## config.mk

```make
export PLATFORM = sky130hd
export DESIGN_NAME = sliding_window_median_flat
export DESIGN_NICKNAME = d
export VERILOG_FILES = /design/src/hw/rtl/swm_pkg.sv /design/src/hw/rtl/swm_if.sv /design/src/hw/rtl/swm_cell.sv /design/src/hw/rtl/sliding_window_median.sv /design/src/flat_wrapper.sv
export SDC_FILE = /design/constraint.sdc
export NUM_CORES = 2
export LEC_CHECK = 0
export BUFFER_PORTS_ARGS = -buffer_cell sky130_fd_sc_hd__buf_4
export CELL_PAD_IN_SITES_DETAIL_PLACEMENT = 0
export CELL_PAD_IN_SITES_GLOBAL_PLACEMENT = 2
export CORE_ASPECT_RATIO = 1.1
export CORE_MARGIN = 2
export CORE_UTILIZATION = 48
export DETAILED_ROUTE_END_ITERATION = 12
export GPL_TIMING_DRIVEN = 0
export HOLD_SLACK_MARGIN = 0.12
export PLACE_DENSITY_LB_ADDON = 0.1
export SLEW_MARGIN = 10
export SYNTH_ARGS = -nofsm -noshare
export SYNTH_HDL_FRONTEND = slang
export SYNTH_SLANG_ARGS = --single-unit
```

## constraint.sdc

```tcl
create_clock -name clk -period 60.1 [get_ports clk]
set_input_delay 15.025 -clock clk [delete_from_list [all_inputs] [get_ports clk]]
set_output_delay 15.025 -clock clk [all_outputs]
set_load 0.03 [all_outputs]
```

## src/hw/rtl/swm_pkg.sv

```systemverilog
// Shared constants and types for the sliding window median filter.
// Depends on nothing; every other file imports it.
package swm_pkg;

  localparam int SWM_WINDOW = 50;
  localparam int PIXEL_W    = 8;

  typedef logic [PIXEL_W-1:0] pixel_t;

  // Values broadcast from the top level to every cell for one item.
  typedef struct packed {
    logic   load;    // an item is accepted in this cycle
    logic   full;    // the window is full, so the oldest value leaves
    pixel_t pixel;   // the new pixel
    pixel_t oldest;  // the pixel that leaves the window when it is full
  } cell_ctrl_t;

  // What one cell hands to its right-hand neighbor.
  typedef struct packed {
    pixel_t rest;    // its entry after the oldest value is removed
    logic   le;      // that entry is valid and not above the new pixel
  } cell_link_t;

endpackage

```

## src/hw/rtl/swm_if.sv

```systemverilog
// Valid/ready channels of the sliding window median filter.
// Depends on swm_pkg for the pixel type.
interface swm_pixel_if
  import swm_pkg::*;
  ();
  logic   valid;
  logic   ready;
  pixel_t pixel;
  logic   row_start;

  modport source (output valid, output pixel, output row_start, input ready);
  modport sink   (input valid, input pixel, input row_start, output ready);
endinterface

interface swm_median_if
  import swm_pkg::*;
  ();
  logic   valid;
  logic   ready;
  pixel_t median_value;

  modport source (output valid, output median_value, input ready);
  modport sink   (input valid, input median_value, output ready);
endinterface

```

## src/hw/rtl/swm_cell.sv

```systemverilog
// One cell of the sorted window: a sorted entry and an arrival-history tap.
// Depends on swm_pkg for the broadcast and link types.
module swm_cell
  import swm_pkg::*;
  (
  input  logic       clk,
  input  cell_ctrl_t ctrl,
  input  logic       in_range,     // this entry takes part in the insert
  input  pixel_t     right_value,  // sorted entry of the right-hand neighbor
  input  pixel_t     right_hist,   // history tap of the right-hand neighbor
  input  cell_link_t left,         // link from the left-hand neighbor
  output cell_link_t link,
  output pixel_t     hist,
  output pixel_t     value,
  output pixel_t     value_next
);

  logic   removed;

  // Sorted order puts the first copy of the oldest value at the first entry
  // not below it, so every entry from there on moves one place left.
  always_comb begin
    removed    = ctrl.full && (value >= ctrl.oldest);
    link.rest  = removed ? right_value : value;
    link.le    = in_range && (link.rest <= ctrl.pixel);
    if (link.le) begin
      value_next = link.rest;
    end else if (left.le) begin
      value_next = ctrl.pixel;
    end else begin
      value_next = left.rest;
    end
  end

  always_ff @(posedge clk) begin
    if (ctrl.load) begin
      value <= value_next;
      hist  <= right_hist;
    end
  end

endmodule

```

## src/hw/rtl/sliding_window_median.sv

```systemverilog
// Top level of the sliding window median filter: a chain of swm_cell.
// Depends on swm_pkg, swm_if.sv and swm_cell.sv.
//
//   channel  | modport | payload             | role
//   ---------+---------+---------------------+--------------------------------
//   pixels   | sink    | pixel, row_start    | gray pixels of a row, in order
//   medians  | source  | median_value        | upper median of the last WINDOW
//
// Every cell updates its sorted entry in parallel from its own value, its
// neighbors and the broadcast pixel, so a new pixel can be accepted in every
// cycle while the output is not stalled. A median shows on the output register
// in the cycle after the pixel that completes it. Reset (synchronous,
// active high) empties the window and clears the output valid. When a median
// waits unread, no new pixel is accepted, since that pixel could produce
// another median; pixels.ready is low exactly while the output is stalled.
module sliding_window_median
  import swm_pkg::*;
  #(
  parameter int WINDOW = SWM_WINDOW
) (
  input logic          clk,
  input logic          rst,
  swm_pixel_if.sink    pixels,
  swm_median_if.source medians
);

  localparam int CNT_W = $clog2(WINDOW + 1);
  localparam logic [CNT_W-1:0] CNT_FULL = CNT_W'(WINDOW);
  localparam logic [CNT_W-1:0] CNT_LAST = CNT_W'(WINDOW - 1);

  // Number of pixels of the current row held in the window, up to WINDOW.
  logic [CNT_W-1:0] fill_count;
  logic [CNT_W-1:0] fill_count_next;
  logic [CNT_W-1:0] count_eff;

  logic       accept;
  logic       produce;
  cell_ctrl_t ctrl;

  pixel_t     hist   [WINDOW];
  pixel_t     nxt    [WINDOW];
  cell_link_t link   [WINDOW];
  pixel_t     values [WINDOW];

  assign pixels.ready = !medians.valid || medians.ready;
  assign accept       = pixels.valid && pixels.ready;

  // A row start empties the window before the new pixel goes in.
  assign count_eff = pixels.row_start ? '0 : fill_count;
  assign produce   = count_eff >= CNT_LAST;

  always_comb begin
    ctrl.load   = accept;
    ctrl.full   = (count_eff == CNT_FULL);
    ctrl.pixel  = pixels.pixel;
    ctrl.oldest = hist[0];
    fill_count_next = (count_eff == CNT_FULL) ? CNT_FULL : count_eff + 1'b1;
  end

  // The history shifts toward cell 0 with every pixel; after WINDOW pixels
  // of a row the oldest one sits in cell 0.
  for (genvar i = 0; i < WINDOW; i++) begin : g_cell
    localparam logic [CNT_W-1:0] IDX = CNT_W'(i);
    logic       in_range;
    pixel_t     right_value;
    pixel_t     right_hist;
    cell_link_t left;

    // When full, the removal leaves WINDOW-1 entries; while filling, only
    // the first count_eff entries hold pixels of this row.
    assign in_range = ctrl.full ? (IDX < CNT_LAST) : (IDX < count_eff);

    if (i == WINDOW - 1) begin : g_last
      assign right_value = '0;
      assign right_hist  = pixels.pixel;
    end else begin : g_inner
      assign right_value = values[i+1];
      assign right_hist  = hist[i+1];
    end

    if (i == 0) begin : g_first
      // The new pixel goes to the front when nothing precedes it.
      assign left.rest = '0;
      assign left.le   = 1'b1;
    end else begin : g_follow
      assign left = link[i-1];
    end

    swm_cell u_cell (
      .clk        (clk),
      .ctrl       (ctrl),
      .in_range   (in_range),
      .right_value(right_value),
      .right_hist (right_hist),
      .left       (left),
      .link       (link[i]),
      .hist       (hist[i]),
      .value      (values[i]),
      .value_next (nxt[i])
    );
  end

  always_ff @(posedge clk) begin
    if (rst) begin
      fill_count    <= '0;
      medians.valid <= 1'b0;
    end else begin
      if (accept) begin
        fill_count <= fill_count_next;
      end
      if (accept) begin
        medians.valid <= produce;
      end else if (medians.ready) begin
        medians.valid <= 1'b0;
      end
    end
  end

  always_ff @(posedge clk) begin
    if (accept && produce) begin
      medians.median_value <= nxt[WINDOW/2];
    end
  end

endmodule
```

## src/flat_wrapper.sv

```systemverilog
// flat-port wrapper written by rule: the top's interface ports become plain ports
module sliding_window_median_flat import swm_pkg::*;
#(
  parameter int WINDOW = SWM_WINDOW
)
  (clk, rst, pixels_valid, pixels_pixel, pixels_row_start, pixels_ready, medians_valid, medians_median_value, medians_ready);
  swm_pixel_if pixels_i ();
  swm_median_if medians_i ();
  input logic clk;
  input logic rst;
  input wire logic [$bits(pixels_i.valid)-1:0] pixels_valid;
  input wire logic [$bits(pixels_i.pixel)-1:0] pixels_pixel;
  input wire logic [$bits(pixels_i.row_start)-1:0] pixels_row_start;
  output wire logic [$bits(pixels_i.ready)-1:0] pixels_ready;
  output wire logic [$bits(medians_i.valid)-1:0] medians_valid;
  output wire logic [$bits(medians_i.median_value)-1:0] medians_median_value;
  input wire logic [$bits(medians_i.ready)-1:0] medians_ready;
  assign pixels_i.valid = pixels_valid;
  assign pixels_i.pixel = pixels_pixel;
  assign pixels_i.row_start = pixels_row_start;
  assign pixels_ready = pixels_i.ready;
  assign medians_valid = medians_i.valid;
  assign medians_median_value = medians_i.median_value;
  assign medians_i.ready = medians_ready;
  sliding_window_median #(.WINDOW(WINDOW)) u_core (.clk(clk), .rst(rst), .pixels(pixels_i), .medians(medians_i));
endmodule
```

==> impl_results.md <==
* Setup Fix Bufs, Post-CTS at 0
* Final ANT Viol Nets at 0
* Final Slew Violations at 0
* Hold wc startpoint: u_core.g_cell[42].u_cell.hist[5]
* Setup ws final at 29.60 ns
* Final setup vio count at 0
* Status: finished clean
* GRT Util Overall at 0.3492
* Die H at between 300 and 400 um
* Share of layout cells above drive strength 1 at 0.08774
* Fin crit share at 0.5075
* FILL cells at 10.99k
* Setup crit start: medians_ready
* Post-synth net total at 6413
* Post-synthesis cell count at 5595
* Hold_buf cts at 0
* GP Congestion at 0.9232
* Main synth FF type: edfxtp_1
* Die W at between 300 and 400 um
* Distinct cells, synth at ~90
* Setup Slack @ Placement at 29.60 ns
* Area leader, netlist: edfxtp_1
* Synthesized flop and latch total at ~820
* Data arrival time of the critical path at about 15 ns
* Detailed Place HPWL at 157700 um
* F_max at 32.79 MHz
* Rel. slew slack at 0.05831
* Core box area at approximately 0.12 mm2
* CTS tree: built
* Number of global-route vias before repair at roughly 50k
* CTS root buffer: clkbuf_16
* First-pass GRT wire length at approximately 330000 um
* RSZ-0062 raised after global routing: false
* Most numerous cell in the Yosys netlist: edfxtp_1
* Tightest Pin Transition at around 1.4 ns
* Largest net degree at the start of global routing at between 100 and 150
* Row count at between 100 and 150
* Worst EP required at around 45 ns
* Worst VDD drop at around 24 uV
* Initial DRC Count at between 5k and 6k
* Gr ovfl total at 0
* Worst Path Max Fanout at 3
* H-tree levels at 3
* Clk pin slew, worst setup/hold paths at roughly 0.070 ns
* Vias per cell at a little under 7
* Max cap viols at 0
* # resized after CTS at 0
* Fin Setup TNS at 0 ns
* Number of synthesized flops with an enable pin at just over 800
* Fin crit period at between 30 and 40 ns
* DRT Pass-1 Iters at 7
* Worst min-delay path class: flop to flop
* Asr flop ratio synth at 0
* Die ar. at ~0.13 mm2
* Routed via count at 51.17k
* Sequential-to-total area share from yosys stat at 0.4089
* Placed instance area at about 0.063 mm2
* Total CTS buffers at 96
* # IOs at 23
* Area Growth Syn to Fin at 10.66%
* Yosys warnings at 0
* Setup Skew at around 0.053 ns
* CTS Buffer Depth at 3
* Antenna violations before repair at 13
* WS Path Type: primary input to output pin
* Crit. End Element: output pin
* Synth Area per Inst at ~11 um2
* Routed wire length at between 200000 and 250000 um
* DRC at 0
* Area of the multi-input gates at roughly 0.033 mm2
* Clk_lat worst skew at between 0.7 and 0.8 ns
* Dominant cells by area after synthesis: edfxtp_1 41%, ha_1 17%, o21ai_0 3.7%, a21oi_1 3.4%, o2bb2ai_1 3.0%
* Starting density of the core at 0.4840
* Post-route cell area at roughly 0.066 mm2
* Hold Vio Cnt, Final at 0
* P per Cell Area at roughly 24 mW/mm2
* Synthesized area at 0.05968 mm2
* Clk sink count at just over 800
* Port Buffers at 21
* Top cells by count, synth: 808 x edfxtp_1, 805 x ha_1, 440 x o21ai_0, 411 x a21oi_1, 232 x inv_1
* Total power at ~1600 uW
* Worst Setup Start Kind: primary input
* Post-synth top area share at 0.4065
* FF-to-FF Start: u_core.fill_count[1]
* Register area at about 0.024 mm2
* Wire per inst at around 31 um
* Nets at 6560
* Lkg Pwr at roughly 0.026 uW
-- critical path, stage by stage --
cell and delay (ns):
buf_4 0.10, nand2b_1 0.16, buf_4 0.18
-- stage by stage --
stage | hold WS [ns] | utilization | std cells
floorplan | 0.4003 | - | 5595
global placement | 0.4004 | 0.5020 | 7260
detailed placement | 0.4045 | 0.5088 | 7288
CTS | 0.4062 | 0.5354 | 7468
global route | 0.4110 | 0.5354 | 7468
finish | 0.4096 | 0.5356 | 7477
-- kinds of logic (layout without fill, tap and decap cells) --
logic type | Yosys count | after routing | share of synthesized area
xor+xnor | 1 | 1 | 0.0001468
fa+ha+maj | 805 | 805 | 0.1688
buf+inv | 577 | 806 | 0.04159
flops | 815 | 815 | 0.4089
compound gates | 2392 | 2392 | 0.2840
other cells | 0 | 9 | 0
mux | 29 | 29 | 0.005262
simple gates | 976 | 976 | 0.09134
-- flip-flops by register name (all words and copies together) (netlist names) --
| register | flops |
|---|---|
| u_core.fill_count | 6 |
| u_core.g_cell.u_cell.hist | 400 |
| u_core.g_cell.u_cell.value | 400 |
| u_core.medians.median_value | 8 |
| u_core.medians.valid | 1 |
-- metal layers --
metal  up-vias  wire length (um)  GRT usage
li1      23060                 -          -
met1     25190             96190     0.4720
met2      2410            100300     0.5398
met3       506             19350    0.06250
met4         8             12400     0.1715
met5         -                43          0
-- layout make-up --
type | instances | area share
Multi-Input combinational cell | 4203 | 0.4966
Sequential cell | 815 | 0.3695
Clock buffer | 108 | 0.03706
Tap cell | 1644 | 0.03114
Buffer | 342 | 0.02453
Inverter | 235 | 0.01423
Timing Repair Buffer | 49 | 0.01392
Clock inverter | 72 | 0.01271
Antenna cell | 9 | 0.0003410
-- power by group --
part	switching, uW	internal [uW]
registers	25.2	664
clock network	269	346
logic	159	92.2
-- cells in the final DEF (no fill, tap or decap), types with 58 or more instances in the layout --
| cell | netlist | layout |
|---|---|---|
| a211o_1 | 58 | 58 |
| o22ai_1 | 72 | 72 |
| and3_1 | 130 | 130 |
| a211oi_1 | 190 | 190 |
| edfxtp_1 | 808 | 808 |
| a21oi_1 | 411 | 411 |
| a2111oi_0 | 82 | 82 |
| inv_1 | 232 | 218 |
| nand3_1 | 66 | 66 |
| clkbuf_1 | 191 | 188 |
| o2bb2ai_1 | 207 | 207 |
| a21o_1 | 159 | 159 |
| buf_2 | 103 | 104 |
| o21a_1 | 60 | 60 |
| nor2_1 | 130 | 130 |
| nand2_1 | 144 | 144 |
| nor2b_1 | 65 | 65 |
| a22o_1 | 126 | 126 |
| o211ai_1 | 66 | 66 |
| a21boi_0 | 96 | 96 |
| ha_1 | 805 | 805 |
| clkbuf_16 | 0 | 96 |
| o21ai_0 | 440 | 439 |
| nand4_1 | 163 | 163 |
| nand2b_1 | 88 | 88 |
| a221oi_1 | 131 | 131 |
-- path summary, 6_finish.rpt --
path | endpoint | slack (ns) | depth (start not counted)
worst max-delay path | pixels_ready | 29.60 | 3
worst min-delay path | u_core.g_cell[41].u_cell.hist[5] | 0.41 | 0
worst max register to register | u_core.medians.median_value[5] | 53.67 | 19
worst min register to register | u_core.g_cell[41].u_cell.hist[5] | 0.41 | 0
Note: power is estimated with default switching activity, not from simulation.
